$ cat config.mk
export PLATFORM = sky130hd
export DESIGN_NAME = xor_checksum_line_framer
export DESIGN_NICKNAME = d
export VERILOG_FILES = /design/src/hw/rtl/xcf_pkg.sv /design/src/hw/rtl/xcf_in_stage.sv /design/src/hw/rtl/xcf_line_core.sv /design/src/hw/rtl/xcf_out_reg.sv /design/src/hw/rtl/xor_checksum_line_framer.sv
export SDC_FILE = /design/constraint.sdc
export NUM_CORES = 1
export LEC_CHECK = 0
export ABC_AREA = 1
export BUFFER_PORTS_ARGS = -buffer_cell sky130_fd_sc_hd__buf_2
export CORE_MARGIN = 4
export CORE_UTILIZATION = 55
export DETAILED_ROUTE_END_ITERATION = 6
export PLACE_DENSITY = 0.83
export SLEW_MARGIN = 10
export SYNTH_ARGS = -nofsm -noshare
export SYNTH_HDL_FRONTEND = slang
export SYNTH_SLANG_ARGS = --single-unit
$ cat constraint.sdc
create_clock -name clk -period 4.8 [get_ports clk]
set_clock_uncertainty 0.15 [all_clocks]
set_input_delay 0.24 -clock clk [delete_from_list [all_inputs] [get_ports clk]]
set_output_delay 0.24 -clock clk [all_outputs]
set_load 0.1 [all_outputs]
$ cat src/hw/rtl/xcf_pkg.sv
package xcf_pkg;

  // Default longest line, in bytes including the newline position
  localparam int LINE_MAX_DEF = 128;

  // Framing characters
  localparam logic [7:0] CH_CR     = 8'h0D;
  localparam logic [7:0] CH_LF     = 8'h0A;
  localparam logic [7:0] CH_DOLLAR = 8'h24;
  localparam logic [7:0] CH_STAR   = 8'h2A;
  localparam logic [7:0] CH_NUL    = 8'h00;

  // Checksum status codes
  localparam logic [1:0] ST_NONE     = 2'd0;
  localparam logic [1:0] ST_MATCH    = 2'd1;
  localparam logic [1:0] ST_MISMATCH = 2'd2;

  localparam int OUT_BITS = 25;
  localparam int OUT_DATA_W = ((OUT_BITS + 7) / 8) * 8;

  typedef struct packed {
    logic [7:0] received_sum;
    logic [7:0] computed_sum;
    logic [6:0] body_length;
    logic [1:0] check_status;
  } xcf_res_t;

  // Bit 4 set: not a hex digit; bits 3:0 digit value otherwise
  function automatic logic [4:0] hex_value(input logic [7:0] b);
    logic [4:0] v;
    v = 5'h10;
    if (b inside {[8'h30:8'h39]}) begin
      v = {1'b0, 4'(b - 8'h30)};
    end else if (b inside {[8'h41:8'h46]}) begin
      v = {1'b0, 4'(b - 8'h41 + 8'd10)};
    end else if (b inside {[8'h61:8'h66]}) begin
      v = {1'b0, 4'(b - 8'h61 + 8'd10)};
    end
    return v;
  endfunction

endpackage

$ cat src/hw/rtl/xcf_in_stage.sv
module xcf_in_stage import xcf_pkg::*; (
  input  logic       clk,
  input  logic       rst_n,
  input  logic       in_valid,
  output logic       in_ready,
  input  logic [7:0] in_byte,
  input  logic       go,
  output logic       stage_valid,
  output logic [7:0] stage_byte
);

  logic       valid_r;
  logic [7:0] byte_r;

  assign in_ready    = !valid_r || go;
  assign stage_valid = valid_r;
  assign stage_byte  = byte_r;

  always_ff @(posedge clk) begin
    if (!rst_n) begin
      valid_r <= 1'b0;
    end else if (in_valid && in_ready) begin
      valid_r <= 1'b1;
    end else if (go) begin
      valid_r <= 1'b0;
    end
  end

  // Payload: load on accept
  always_ff @(posedge clk) begin
    if (in_valid && in_ready) begin
      byte_r <= in_byte;
    end
  end

endmodule

$ cat src/hw/rtl/xcf_line_core.sv
module xcf_line_core import xcf_pkg::*; #(
  parameter int LINE_MAX = LINE_MAX_DEF
) (
  input  logic       clk,
  input  logic       rst_n,
  input  logic       fire,
  input  logic [7:0] rx_byte,
  output logic       res_valid,
  output xcf_res_t   res
);

  localparam int LCW = $clog2(LINE_MAX);

  logic [LCW-1:0] line_count_r, line_count_nxt;
  logic [LCW-1:0] body_count_r, body_count_nxt;
  logic           discarding_r, discarding_nxt;
  logic           in_ck_r, in_ck_nxt;
  logic           hex_ended_r, hex_ended_nxt;
  logic           zero_seen_r, zero_seen_nxt;
  logic [7:0]     xor_r, xor_nxt;
  logic [7:0]     hex_r, hex_nxt;
  logic [4:0]     digit;

  assign digit = hex_value(rx_byte);

  always_comb begin
    line_count_nxt = line_count_r;
    body_count_nxt = body_count_r;
    discarding_nxt = discarding_r;
    in_ck_nxt      = in_ck_r;
    hex_ended_nxt  = hex_ended_r;
    zero_seen_nxt  = zero_seen_r;
    xor_nxt        = xor_r;
    hex_nxt        = hex_r;
    res_valid      = 1'b0;
    res.check_status = in_ck_r ? ((hex_r == xor_r) ? ST_MATCH : ST_MISMATCH) : ST_NONE;
    res.received_sum = in_ck_r ? hex_r : 8'h00;
    res.computed_sum = xor_r;
    res.body_length  = 7'(body_count_r);

    if (fire && rx_byte != CH_CR) begin
      if (discarding_r) begin
        if (rx_byte == CH_LF) begin
          discarding_nxt = 1'b0;
        end
      end else if (rx_byte == CH_LF || line_count_r >= LCW'(LINE_MAX - 1)) begin
        // End of line or overlong line: emit or drop, then clear the line
        if (rx_byte == CH_LF) begin
          res_valid = (line_count_r != '0);
        end else begin
          discarding_nxt = 1'b1;
        end
        line_count_nxt = '0;
        body_count_nxt = '0;
        in_ck_nxt      = 1'b0;
        hex_ended_nxt  = 1'b0;
        zero_seen_nxt  = 1'b0;
        xor_nxt        = 8'h00;
        hex_nxt        = 8'h00;
      end else begin
        line_count_nxt = line_count_r + LCW'(1);
        if (line_count_r == '0 && rx_byte == CH_DOLLAR) begin
          // skip leading dollar
        end else if (zero_seen_r) begin
          // body closed by a zero byte
        end else if (in_ck_r) begin
          if (!hex_ended_r) begin
            if (digit[4]) begin
              hex_ended_nxt = 1'b1;
            end else begin
              hex_nxt = {hex_r[3:0], digit[3:0]};
            end
          end
        end else if (rx_byte == CH_NUL) begin
          zero_seen_nxt = 1'b1;
        end else if (rx_byte == CH_STAR) begin
          in_ck_nxt = 1'b1;
        end else begin
          xor_nxt        = xor_r ^ rx_byte;
          body_count_nxt = body_count_r + LCW'(1);
        end
      end
    end
  end

  always_ff @(posedge clk) begin
    if (!rst_n) begin
      line_count_r <= '0;
      body_count_r <= '0;
      discarding_r <= 1'b0;
      in_ck_r      <= 1'b0;
      hex_ended_r  <= 1'b0;
      zero_seen_r  <= 1'b0;
      xor_r        <= 8'h00;
      hex_r        <= 8'h00;
    end else begin
      line_count_r <= line_count_nxt;
      body_count_r <= body_count_nxt;
      discarding_r <= discarding_nxt;
      in_ck_r      <= in_ck_nxt;
      hex_ended_r  <= hex_ended_nxt;
      zero_seen_r  <= zero_seen_nxt;
      xor_r        <= xor_nxt;
      hex_r        <= hex_nxt;
    end
  end

endmodule

$ cat src/hw/rtl/xcf_out_reg.sv
module xcf_out_reg import xcf_pkg::*; (
  input  logic       clk,
  input  logic       rst_n,
  input  logic       load,
  input  xcf_res_t   res,
  output logic       go,
  output logic       out_valid,
  input  logic       out_ready,
  output xcf_res_t   out_res
);

  logic     valid_r;
  xcf_res_t res_r;

  // The stage ahead may advance when the slot is empty or drains this cycle
  assign go        = !valid_r || out_ready;
  assign out_valid = valid_r;
  assign out_res   = res_r;

  always_ff @(posedge clk) begin
    if (!rst_n) begin
      valid_r <= 1'b0;
    end else if (load) begin
      valid_r <= 1'b1;
    end else if (out_ready) begin
      valid_r <= 1'b0;
    end
  end

  always_ff @(posedge clk) begin
    if (load) begin
      res_r <= res;
    end
  end

endmodule

$ cat src/hw/rtl/xor_checksum_line_framer.sv
// Line framer with an XOR checksum check in the style of NMEA sentences. Feed
// received bytes, one item per cycle; lines end at newline and carriage returns
// are ignored. Each non-empty line gives one result item: checksum status
// (0 none, 1 match, 2 mismatch), body length, XOR of the body and the received
// checksum (last two hex digits after '*'). One leading '$' is skipped; a zero
// byte or '*' ends the body. A line of LINE_MAX-1 stored bytes is still checked;
// a byte that would make it longer drops the line, and everything up to the
// next newline is discarded silently. The block takes one byte every cycle: an
// input register feeds the line-state update, and a result register holds the
// outgoing item, so a result item passes through the input register and then the
// result register after its newline is accepted. Input stalls only while both
// registers are full and out_tready is low.
module xor_checksum_line_framer import xcf_pkg::*; #(
  parameter int LINE_MAX = LINE_MAX_DEF
) (
  input  logic                  clk,
  input  logic                  rst_n,
  input  logic                  in_tvalid,
  output logic                  in_tready,
  input  logic [7:0]            in_tdata,   // [7:0] rx_byte
  output logic                  out_tvalid,
  input  logic                  out_tready,
  // [1:0] check_status, [8:2] body_length, [16:9] computed_sum,
  // [24:17] received_sum, upper bits zero
  output logic [OUT_DATA_W-1:0] out_tdata
);

  logic       go;
  logic       stage_valid;
  logic [7:0] stage_byte;
  logic       fire;
  logic       res_valid;
  xcf_res_t   res;
  xcf_res_t   out_res;

  // Input register: hold one byte until the core can take it
  xcf_in_stage u_in (
    .clk         (clk),
    .rst_n       (rst_n),
    .in_valid    (in_tvalid),
    .in_ready    (in_tready),
    .in_byte     (in_tdata),
    .go          (go),
    .stage_valid (stage_valid),
    .stage_byte  (stage_byte)
  );

  // Advance the line state whenever a byte is waiting and the result slot is free or draining
  assign fire = stage_valid && go;

  xcf_line_core #(
    .LINE_MAX (LINE_MAX)
  ) u_core (
    .clk       (clk),
    .rst_n     (rst_n),
    .fire      (fire),
    .rx_byte   (stage_byte),
    .res_valid (res_valid),
    .res       (res)
  );

  // Result register: load on a newline that closes a non-empty line
  xcf_out_reg u_out (
    .clk       (clk),
    .rst_n     (rst_n),
    .load      (res_valid),
    .res       (res),
    .go        (go),
    .out_valid (out_tvalid),
    .out_ready (out_tready),
    .out_res   (out_res)
  );

  assign out_tdata = OUT_DATA_W'(out_res);

endmodule

## Word-level counts from Yosys, hierarchy flattened

Index checks and enable logic that the tools add are counted.

| word-level totals | value |
|---|---|
| bits of input ports | 12 |
| output and inout port bits | 34 |
| register bits after elaboration | 69 |

| operators by class | value |
|---|---|
| add/subtract/negate cells | 7 |
| magnitude comparators | 7 |
| muxes and demuxes | 51 |
| reductions and logical operators | 24 |
| bitwise operators | 2 |
| equal/unequal tests | 12 |

Operators by type and width:

| cell | number |
|---|---|
| 8-bit two-way mux | 12 |
| 7-bit two-way mux | 7 |
| 1-bit two-way mux | 28 |
| 8-bit by 6-bit == test with 1-bit output (second input constant) | 2 |
| 8-bit by 7-bit greater-or-equal comparator with 1-bit output (second input constant) | 2 |
| 8-bit by 7-bit less-or-equal comparator with 1-bit output (second input constant) | 2 |
| 5-bit two-way mux | 3 |
| 7-bit by 1-bit adder with 7-bit output (second input constant) | 2 |
| 7-bit AND reduction | 2 |
| 4-bit by 1-bit subtractor with 4-bit output (second input constant) | 3 |
| 4-bit adder (second input constant) | 2 |
| 8-bit by 4-bit == test with 1-bit output (second input constant) | 1 |
| 8-bit == test | 1 |
| 8-bit by 6-bit greater-or-equal comparator with 1-bit output (second input constant) | 1 |
| 8-bit by 6-bit less-or-equal comparator with 1-bit output (second input constant) | 1 |
| 8-bit zero test | 1 |
| 2-bit != test (second input constant) | 4 |
| 8-bit by 4-bit != test with 1-bit output (second input constant) | 1 |
| 8-bit bitwise XOR | 1 |
| 7-bit greater-or-equal comparator (second input constant) | 1 |
| 1-bit logical AND | 7 |
| 7-bit zero test | 1 |
| 7-bit nonzero test | 1 |
| 2-bit by 1-bit != test with 1-bit output (second input constant) | 3 |
| 9 further kinds | 14 |

## Depth between registers and ports, before layout

Gate-level depths: netlist (run 1).

| depth | value |
|---|---|
| word-level depth | 11 |
| depth in mapped cells | 13 |

## Cells and area by module

A second synthesis (run 1) with hierarchy kept.

| unflattened totals | value |
|---|---|
| cell total of the unflattened synthesis | 379 |
| area total of the unflattened synthesis | 3321.9 sq um |

Modules (own cells, without submodules):

| module | sequential area each (sq um) | cells an instance | instances | area each (sq um) |
|---|---|---|---|---|
| xcf_line_core | 680.7 | 323 | 1 | 2169.6 |
| xcf_out_reg | 770.7 | 31 | 1 | 797.0 |
| xcf_in_stage | 260.2 | 15 | 1 | 291.5 |
| xor_checksum_line_framer | 0.0 | 10 | 1 | 63.8 |

## Least setup slack after synthesis (run 1)

OpenSTA, ideal clock, no wires.

| path | value |
|---|---|
| path type | register to register |
| start | register u_in.byte_r[0] (netlist: u_in.stage_byte[0]) |
| end | register u_out.res_r, in the netlist u_out.out_res[0] (enable) |
| setup time | 0.474 ns |
| stages on the path, launching flop included | 7 |
| data required time | 4.176 ns |
| path slack | 0.555 ns |
| arrival time | 3.622 ns |
| cells stage by stage | edfxtp_1 > inv_1 > ha_1 > inv_1 > nor2_4 > nand2_8 > nor4_1 |

| on the way | value |
|---|---|
| word-level cells in the longest chain between the ends | 5 |
| elaborated cells on any way between the ends | 8 |

RTL lines:

| what | RTL line | source |
|---|---|---|
| start: declaration | xcf_in_stage.sv:13 | `logic [7:0] byte_r;` |
| start signal: assignment | xcf_in_stage.sv:32 | `byte_r <= in_byte;` |
| 8-bit by 4-bit == test with 1-bit output | xcf_line_core.sv:46, xcf_line_core.sv:48 |  |
| 1-bit two-way mux / 1-bit logical OR (equally long branches) | xcf_line_core.sv:48, xcf_line_core.sv:46 |  |
| 1-bit two-way mux | xcf_line_core.sv:46 | `end else if (rx_byte == CH_LF \|\| line_count_r >= LCW'(LINE_MAX - 1)) begin` |
| 1-bit two-way mux | xcf_line_core.sv:42 | `if (discarding_r) begin` |
| 1-bit two-way mux (*) | xcf_line_core.sv:41 | `if (fire && rx_byte != CH_CR) begin` |
| named net res_valid | xor_checksum_line_framer.sv:32 | `logic res_valid;` |
| end signal: assignment | xcf_out_reg.sv:32 | `res_r <= res;` |
| end: declaration | xcf_out_reg.sv:13 | `xcf_res_t res_r;` |

Mark *: on every way through the listed nets, which the timed path passes. The rest lies on a longest branch.
A chain may end at the register's enable or synchronous reset.

## Final worst setup path (run 1)

| path | value |
|---|---|
| start | register u_in.byte_r[0] (netlist: u_in.stage_byte[0]) |
| end | register u_out.res_r, in the netlist u_out.out_res[7] (enable) |

Same word-level chain as after synthesis.

==> out/results.txt, run 1 <==
Vias/cell: 5.19
Arr. time, crit path: 2.97 ns
R2R cell count: 7
Synth Cell Area: 3560 sq um
sequential cell fraction of total power: 0.519
first-pass detailed-route iteration total: 4
WP data required: 4.69 ns
number of max-cap violations: 0
RSZ-0062 raised after global routing: false
total congestion overflow: 0
Hold Worst Slack: 0.0210 ns
final setup violation count: 0
Worst setup SP type: flip-flop
Core ar.: 6310 sq um
max-slew violations: 0
first-pass GRT wire length: 12000 microns
post-CTS sizing: 0
Post-synth EDFFs: 33
Slowest cell on crit path: nor4_2
Cell variety after synth: 37
cts hold-fix bufs: 8
H-Tree Level Count: 3
die area: 7830 sq um
clock network power share: 0.386
reg-to-reg slack, setup: 1.72 ns
crit-path max FO: 17
fraction of registers with async set/reset: 0
commonest cells in the synthesized netlist: nand2_1, nor2_1, dfxtp_1, edfxtp_1, inv_1
sequential-to-total area share from yosys stat: 0.481
internal power: 0.919 mW
WL/cell: 13.0 microns
initial antenna violation count: 0
vias in the first global route: 2666
peak supply drop: 0.182 mV
Top cell by count, worst path: inv_1
ANT cells: 0
slew of the pin with the lowest slew margin: 1.26 ns
layout cells sized above 1: 0.191
port bufs: 38
leading post-synthesis cells by cell area: edfxtp_1, dfxtp_1, nand2_1
Final nets: 480
setup_tns: 0 ns
GRT Util Overall: 0.198
pwr/cell area: 309 nW/um^2
status: finished clean
mean post-synth cell area: 8.56 sq um
fmax: 0.324 GHz
highest cell delay on the worst timing path: 1.02 ns
Root Driver: clkbuf_8
DR iter-0 viols: 185
Die Ht: 88.5 microns
postcts setup bufs: 0
period utilisation layout: 0.642
ys flop type: dfxtp_1
post-synth top area share: 0.278
most area-hungry cell type in the Yosys netlist: edfxtp_1
sw frac: 0.258
vias post-DR: 2814
synthesis-to-finish area growth: 12.6%
P_sw: 0.319 mW
I/O pins: 46
hold depth: 3
clock buffer depth: 2
Starting Density: 0.564
Final Hold Vio Count: 0
Skew-Pair Late Insertion Delay: 0.35 ns
Detail Route Antenna Nets: 0
most frequent cell after synthesis: nand2_1
Post-route DRC: 0
drt total wl: 7050 microns
final RePlAce weighted congestion: 0.905
Leakage: 1.67 nW
Post-Syn Instances: 416
clock slew at reported path FFs: 0.07 ns
CP cell instances: inv_1 > ha_1 > inv_1 > nor2_4 > nand2_8 > nor4_2 > buf_4
Detailed Place HPWL: 5010 microns
Clock Sinks: 69
largest net degree at the start of global routing: 21
Ys Warns: 0
Rows: 29
CTS tree: built
CP Class: reg -> reg
fin crit period: 3.08 ns
flop and latch count out of synthesis: 69
min-delay worst type: in -> reg
FILL cells: 533
combinational share of power: 0.096
Die X: 88.5 microns
Num CTS Buffers: 9
element type at the critical path end: flip-flop
Rel. slew slack: 0.156
flip-flops by register name, summed over array words and instances, names as in the netlist, 7 cells and up:
register,flops
u_in.stage_byte,8
u_out.out_res,25
u_core.body_count_r,7
u_core.xor_r,8
u_core.hex_r,8
u_core.line_count_r,7
final timing paths:
check,from,to
worst min register to register,u_core.hex_ended_r,u_core.hex_ended_r
worst min-delay path,in_tvalid,u_in.stage_valid
worst max-delay path,u_in.stage_byte[0],u_out.out_res[7]
worst max register to register,u_in.stage_byte[0],u_out.out_res[7]
cell type report:
class | count | area (sq um) | share of cell area
Clock buffer | 11 | 141 | 0.0353
Clock inverter | 5 | 58.8 | 0.0147
Inverter | 40 | 155 | 0.0387
Multi-Input combinational cell | 293 | 1570 | 0.391
Sequential cell | 69 | 1710 | 0.427
Tap cell | 77 | 96.3 | 0.0240
Timing Repair Buffer | 47 | 278 | 0.0693
cell families after synthesis:
kind of cell    share of synthesized area
fa+ha+maj                          0.0281
flops                               0.481
compound gates                     0.0562
xor+xnor                           0.0418
other cells                       0.00105
buf+inv                            0.0871
simple gates                        0.305
per-layer routing:
layer | vias to the layer above | part of all wire | wire [microns] | track usage
li1 | 1428 | - | - | -
met1 | 1285 | 0.42 | 2990 | 0.246
met2 | 89 | 0.47 | 3350 | 0.330
met3 | 12 | 0.082 | 575 | 0.0540
met4 | 0 | 0.019 | 133 | 0.0783
met5 | - | 0 | 0 | 0
power by group through the flow:
| stage | clock (mW) | sequential [mW] | combinational, mW |
|---|---|---|---|
| after floorplan | 0 | 0.650 | 0.102 |
| after global placement | 0 | 0.654 | 0.109 |
| after detailed placement | 0 | 0.655 | 0.111 |
| after CTS | 0.483 | 0.642 | 0.117 |
| after global routing | 0.511 | 0.644 | 0.131 |
| final | 0.478 | 0.642 | 0.119 |
worst max-delay path: cells and delay by family, from the launching register on:
| family | cells | cell delay, ns |
|---|---|---|
| buffers and inverters | 3 | 0.66 |
| AND/OR/NAND/NOR | 3 | 1.30 |
| flip-flops | 1 | 0.49 |
| adder cells (fa/ha/maj) | 1 | 0.19 |
stage by stage:
step           power (mW)  worst slack (ns)  cells  area (sq um)   util
4_1_cts              1.24              1.70    542          4010  0.635
3_5_place_dp        0.766              1.73    518          3730  0.591
3_3_place_gp        0.763              1.88    518          3730  0.591
6_report             1.24              1.72    542          4010  0.635
5_1_grt              1.29              1.55    542          4010  0.635
2_1_floorplan       0.752             0.555    422          3580      -
cell usage in the layout (no fill, tap or decap), types with 3 or more instances in the layout:
cell | Yosys | layout
inv_2 | 4 | 4
inv_4 | 2 | 3
a21oi_1 | 27 | 27
nand3_1 | 27 | 27
xnor2_1 | 14 | 14
nand2_2 | 5 | 5
o21ai_0 | 6 | 6
inv_1 | 33 | 33
dlygate4sd3_1 | 0 | 8
nand2_1 | 96 | 96
edfxtp_1 | 33 | 33
clkbuf_8 | 0 | 10
nand3_2 | 3 | 3
nand4_1 | 13 | 13
dfxtp_1 | 36 | 36
conb_1 | 1 | 7
ha_1 | 8 | 8
xor2_1 | 3 | 3
nand2_4 | 6 | 6
nor2_2 | 4 | 4
nor2_1 | 56 | 56
or2_2 | 3 | 3
buf_2 | 1 | 38
Power figures use the tool's default switching activity.
==> run 2, diff against run 1 <==
--- a/config.mk
+++ b/config.mk
@@ -8,7 +8,7 @@
 export ABC_AREA = 1
 export BUFFER_PORTS_ARGS = -buffer_cell sky130_fd_sc_hd__buf_2
 export CORE_MARGIN = 4
-export CORE_UTILIZATION = 55
+export CORE_UTILIZATION = 52
 export DETAILED_ROUTE_END_ITERATION = 6
 export PLACE_DENSITY = 0.83
 export SLEW_MARGIN = 10
==> constraint.sdc (replaced) <==
create_clock -name clk -period 2.7 [get_ports clk]
set_clock_uncertainty 0.15 [all_clocks]
set_input_delay 0.135 -clock clk [delete_from_list [all_inputs] [get_ports clk]]
set_output_delay 0.135 -clock clk [all_outputs]
set_load 0.1 [all_outputs]
==> run 2 against run 1 <==
Against the previous run:
- wire length is 5.2% higher
- worst setup slack worse by 1.4 ns
- combinational power up 82%
- global-route usage is 0.96 points lower
- via count up 1.5%
- count of clock-buffer cells in the layout is 2 lower
- critical endpoint is now u_core.body_count_r[2]
==> out/results.txt, run 2 (synthesis gave the netlist of run 1 again) <==
status: finished clean (unchanged)
max reg flops: 25 (unchanged)
largest net degree at the start of global routing: 27 (was 21)
Skew-Pair Late Insertion Delay: 0.36 ns (was 0.35 ns)
final setup violation count: 0 (unchanged)
WL/cell: 13.6 microns (was 13.0 microns)
met3 wire length: 539 microns (was 575 microns)
Arr. time, crit path: 2.48 ns (was 2.97 ns)
first-pass GRT wire length: 12400 microns (was 12000 microns)
clock slew at reported path FFs: 0.08 ns (was 0.07 ns)
Hold Worst Slack: 0.347 ns (was 0.0210 ns)
Leakage: 1.70 nW (was 1.67 nW)
GRT Util Overall: 0.189 (was 0.198)
DR iter-0 viols: 178 (was 185)
WP data required: 2.77 ns (was 4.69 ns)
postcts setup bufs: 0 (unchanged)
Final Hold Vio Count: 0 (unchanged)
pwr/cell area: 583 nW/um^2 (was 309 nW/um^2)
total power: 2.39 mW (was 1.24 mW)
Post-route DRC: 0 (unchanged)
element type at the critical path end: flip-flop (unchanged)
most frequent cells in the layout: nand2_1, nor2_1, buf_2 (unchanged)
Max Used Layer: met4 (unchanged)
Worst setup SP type: flip-flop (unchanged)
FILL cells: 538 (was 533)
Final Core Density: 0.632 (was 0.635)
Detail Route Antenna Nets: 0 (unchanged)
Rel. slew slack: 0.660 (was 0.156)
layout cells sized above 1: 0.192 (was 0.191)
final RePlAce weighted congestion: 0.874 (was 0.905)
CP Class: reg -> reg (unchanged)
CTS tree: built (unchanged)
Rows: 29 (unchanged)
Final nets: 484 (was 480)
number of max-cap violations: 0 (unchanged)
Root Driver: clkbuf_8 (unchanged)
total congestion overflow: 0 (unchanged)
die area: 8240 sq um (was 7830 sq um)
period utilisation layout: 0.894 (was 0.642)
Die X: 90.8 microns (was 88.5 microns)
Core ar.: 6490 sq um (was 6310 sq um)
clock buffer depth: 2 (unchanged)
Starting Density: 0.548 (was 0.564)
WL met1: 3140 microns (was 2990 microns)
RSZ-0062 raised after global routing: false (unchanged)
Detailed Place HPWL: 4950 microns (was 5010 microns)
I/O pins: 46 (unchanged)
Die Ht: 90.8 microns (was 88.5 microns)
slew of the pin with the lowest slew margin: 0.507 ns (was 1.26 ns)
Num CTS Buffers: 9 (unchanged)
max-slew violations: 0 (unchanged)
drt total wl: 7410 microns (was 7050 microns)
ANT cells: 0 (unchanged)
vias post-DR: 2856 (was 2814)
first-pass detailed-route iteration total: 4 (unchanged)
peak supply drop: 0.294 mV (was 0.182 mV)
Clock Sinks: 69 (unchanged)
fmax: 0.414 GHz (was 0.324 GHz)
setup_tns: 0 ns (unchanged)
fin crit period: 2.41 ns (was 3.08 ns)
vias in the first global route: 2736 (was 2666)
Vias/cell: 5.23 (was 5.19)
H-Tree Level Count: 3 (unchanged)
port bufs: 38 (unchanged)
initial antenna violation count: 0 (unchanged)
commonest non-fill, non-tap cell in the layout: nand2_1 (unchanged)
synthesis-to-finish area growth: 15.3% (was 12.6%)
min-delay worst type: reg -> reg (was in -> reg)
crit-path max FO: 15 (was 17)
met2 WL: 3550 microns (was 3350 microns)
[run 2: cell count changes in the layout (fill, tap and decap cells not counted), sizes merged]
cell         change
clkbuf           -2
dlygate4sd3      +4
clkinvlp         +1
inv              -1
bufinv           +2
[run 2: area by class of cell]
type	count	area, sq um	share of cell area
inverters	40	155	0.0378
multi-input cells	293	1580	0.384
repair buffers	51	318	0.0774
flip-flops and latches	69	1710	0.417
well taps	77	96.3	0.0235
clock buffers	9	124	0.0302
clock inverters	7	124	0.0302
[run 2: critical path, cell delays in order (launching register included)]
cell and delay [ns]:
edfxtp_1 0.49, inv_1 0.19, ha_1 0.21, inv_1 0.07, nor2_4 0.17, nand2_8 0.10
nand2_8 0.12, inv_4 0.10, nand2_4 0.18, nand3_2 0.26, nand2_1 0.15, a21oi_1 0.08
[run 2: report_power, final]
group | switching, mW | total [mW] | internal, mW
Combinational | 0.144 | 0.216 | 0.0719
Clock | 0.417 | 1.03 | 0.617
Sequential | 0.0312 | 1.14 | 1.11
Total | 0.593 | 2.39 | 1.80
[run 2: final timing paths]
check | cells past startpoint | start | slack [ns] | endpoint
worst min register to register | 2 | u_core.line_count_r[6] | 0.35 | u_core.line_count_r[6]
worst max register to register | 11 | u_in.stage_byte[0] | 0.29 | u_core.body_count_r[2]
worst max-delay path | 11 | u_in.stage_byte[0] | 0.29 | u_core.body_count_r[2]
worst min-delay path | 2 | u_core.line_count_r[6] | 0.35 | u_core.line_count_r[6]
[run 2: stage by stage]
step	instance area [sq um]	setup slack (ns)	std cells
finish	4110	0.287	546
global placement	3740	0.495	518
floorplan	3600	0.101	422
global route	4110	0.144	546
CTS	4110	0.303	546
detailed placement	3740	0.361	518
[run 2: what timing repair did]
item                       CTS  global route
gates resized for setup      0             0
setup endpoints to repair    0             0
hold endpoints to repair    11             0
hold buffers                12             0
[run 2: metal layers]
metal	track usage	vias to the layer above
li1	-	1432
met1	0.232	1309
met2	0.309	96
met3	0.0450	19
met4	0.0944	0
met5	0	-
==> run 3, diff against run 2 <==
--- a/config.mk
+++ b/config.mk
@@ -10,7 +10,8 @@
 export CORE_MARGIN = 4
 export CORE_UTILIZATION = 52
 export DETAILED_ROUTE_END_ITERATION = 6
-export PLACE_DENSITY = 0.83
+export GPL_ROUTABILITY_DRIVEN = 1
+export PLACE_DENSITY = 0.76
 export SLEW_MARGIN = 10
 export SYNTH_ARGS = -nofsm -noshare
 export SYNTH_HDL_FRONTEND = slang
==> run 3 against run 2 <==
Against the previous run:
- worst hold slack worse by 0.33 ns
- global-route usage decreased by 0.61 points
- clock power is 11% lower
- register-to-register slack about the same
- non-clock buffer count decreased by 1
- utilization down 0.69 points
- critical path depth unchanged
- count of clock-buffer cells in the layout stayed put
- die area unchanged
- combinational power shrank 3%
- wire length is 5.5% lower
- critical path type unchanged
- largest cell class unchanged
- largest power group unchanged
==> out/results.txt, run 3 (synthesis gave the netlist of run 1 again) <==
status: finished clean (unchanged)
Detail Route Antenna Nets: 0 (unchanged)
final RePlAce weighted congestion: 0.859 (was 0.874)
Final Hold Vio Count: 0 (unchanged)
sequential cell fraction of total power: 0.505 (was 0.478)
element type at the critical path end: flip-flop (unchanged)
fin crit period: 2.40 ns (was 2.41 ns)
Die X: 90.8 microns (unchanged)
design area: 4060 sq um (was 4110 sq um)
fmax: 0.417 GHz (was 0.414 GHz)
Root Driver: clkbuf_8 (unchanged)
most frequent cells in the layout: nand2_1, nor2_1, buf_2 (unchanged)
post-placement cell count: 518 (unchanged)
Clock Sinks: 69 (unchanged)
synthesis-to-finish area growth: 14.0% (was 15.3%)
vias post-DR: 2747 (was 2856)
Core ar.: 6490 sq um (unchanged)
Leakage: 1.68 nW (was 1.70 nW)
final setup violation count: 0 (unchanged)
Detailed Place HPWL: 4780 microns (was 4950 microns)
peak supply drop: 0.336 mV (was 0.294 mV)
beginning of the worst hold path: rst_n (was u_core.line_count_r[6])
first-pass GRT wire length: 12000 microns (was 12400 microns)
pwr/cell area: 558 nW/um^2 (was 583 nW/um^2)
internal power: 1.70 mW (was 1.80 mW)
DP Area: 3740 sq um (unchanged)
max reg flops: 25 (unchanged)
Starting Density: 0.548 (unchanged)
combinational share of power: 0.092 (was 0.090)
largest net degree at the start of global routing: 26 (was 27)
dpl ws: 0.336 ns (was 0.361 ns)
non-filler cells, final: 545 (was 546)
Final Core Density: 0.625 (was 0.632)
period utilisation layout: 0.889 (was 0.894)
Hold Worst Slack: 0.0157 ns (was 0.347 ns)
FF-to-FF End: u_core.body_count_r[2] (unchanged)
met1 Usage GRT: 0.224 (was 0.232)
GRT Max-Usage Layer: met2 (unchanged)
drt total wl: 7010 microns (was 7410 microns)
min-delay worst type: in -> reg (was reg -> reg)
Final nets: 483 (was 484)
RSZ-0062 raised after global routing: false (unchanged)
total power: 2.27 mW (was 2.39 mW)
number of max-cap violations: 0 (unchanged)
crit-path max FO: 15 (unchanged)
sw frac: 0.251 (was 0.248)
r2r startpoint: u_in.stage_byte[0] (unchanged)
ANT cells: 0 (unchanged)
DR iter-0 viols: 144 (was 178)
clock buffer depth: 2 (unchanged)
Num CTS Buffers: 9 (unchanged)
CP Class: reg -> reg (unchanged)
die area: 8240 sq um (unchanged)
total congestion overflow: 0 (unchanged)
setup_tns: 0 ns (unchanged)
first-pass detailed-route iteration total: 4 (unchanged)
Vias/cell: 5.04 (was 5.23)
clock network power share: 0.403 (was 0.432)
Die Ht: 90.8 microns (unchanged)
H-Tree Level Count: 3 (unchanged)
met2 GRT Util: 0.305 (was 0.309)
P_sw: 0.568 mW (was 0.593 mW)
Post-route DRC: 0 (unchanged)
clock slew at reported path FFs: 0.08 ns (about the same)
layout cells sized above 1: 0.188 (was 0.192)
Worst Hold End: u_core.hex_r[5] (was u_core.line_count_r[6])
commonest non-fill, non-tap cell in the layout: nand2_1 (unchanged)
Skew-Pair Late Insertion Delay: 0.35 ns (was 0.36 ns)
WL/cell: 12.9 microns (was 13.6 microns)
Arr. time, crit path: 2.47 ns (was 2.48 ns)
I/O pins: 46 (unchanged)
GRT Util Overall: 0.183 (was 0.189)
Rows: 29 (unchanged)
reg-to-reg slack, setup: 0.30 ns (was 0.29 ns)
R2R cell count: 11 (unchanged)
CTS tree: built (unchanged)
initial antenna violation count: 0 (unchanged)
vias in the first global route: 2602 (was 2736)
WP data required: 2.77 ns (about the same)
post-CTS sizing: 0 (unchanged)
postcts setup bufs: 0 (unchanged)
port bufs: 38 (unchanged)
hold depth: 3 (was 2)
max-slew violations: 0 (unchanged)
Worst setup SP type: flip-flop (unchanged)
GR Layer Usage met3: 0.0467 (was 0.0450)
setup slack after layout: 0.301 ns (was 0.287 ns)
## run 3: power groups by stage
stage | Sequential (mW) | Combinational [mW] | Clock, mW
floorplan | 1.16 | 0.183 | 0
global route | 1.15 | 0.234 | 0.979
finish | 1.14 | 0.209 | 0.912
detailed placement | 1.17 | 0.195 | 0
global placement | 1.17 | 0.191 | 0
CTS | 1.14 | 0.208 | 0.927
## run 3: area by class of cell
cell class	instances	area, sq um
fill	549	2430
multi-input combinational	293	1580
inverter	40	155
clock inverter	7	88.8
sequential	69	1710
timing repair buffer	50	308
tap	77	96.3
clock buffer	9	124
## run 3: repair_timing
item,in CTS,in global routing
hold endpoints to repair,10,0
hold buffers,11,0
setup endpoints to repair,0,0
## run 3: worst max-delay path by stage
stage / startpoint / end / slack, ns
after global routing: u_in.stage_byte[0] / u_core.body_count_r[3] / 0.12
after global placement: u_in.stage_byte[0] / u_core.xor_r[0] / 0.41
after floorplan: u_out.out_valid / u_in.stage_byte[0] / 0.10
final: u_in.stage_byte[0] / u_core.body_count_r[2] / 0.30
after CTS: u_in.stage_byte[0] / u_core.xor_r[3] / 0.32
after detailed placement: u_in.stage_byte[0] / u_core.body_count_r[2] / 0.34
## run 3: layer usage
| metal | vias to the layer above | routed length (microns) |
|---|---|---|
| met4 | 0 | 133 |
| met2 | 80 | 3320 |
| met5 | - | 0 |
| met1 | 1224 | 3110 |
| met3 | 12 | 439 |
| li1 | 1431 | - |
## run 3: critical path, cell delays in order (launching register included)
cell      delay (ns)
edfxtp_1        0.51
inv_1           0.19
ha_1            0.21
inv_1           0.08
nor2_4          0.17
nand2_8         0.10
nand2_8         0.12
inv_4           0.10
nand2_4         0.17
nand3_2         0.26
nand2_1         0.14
a21oi_1         0.07
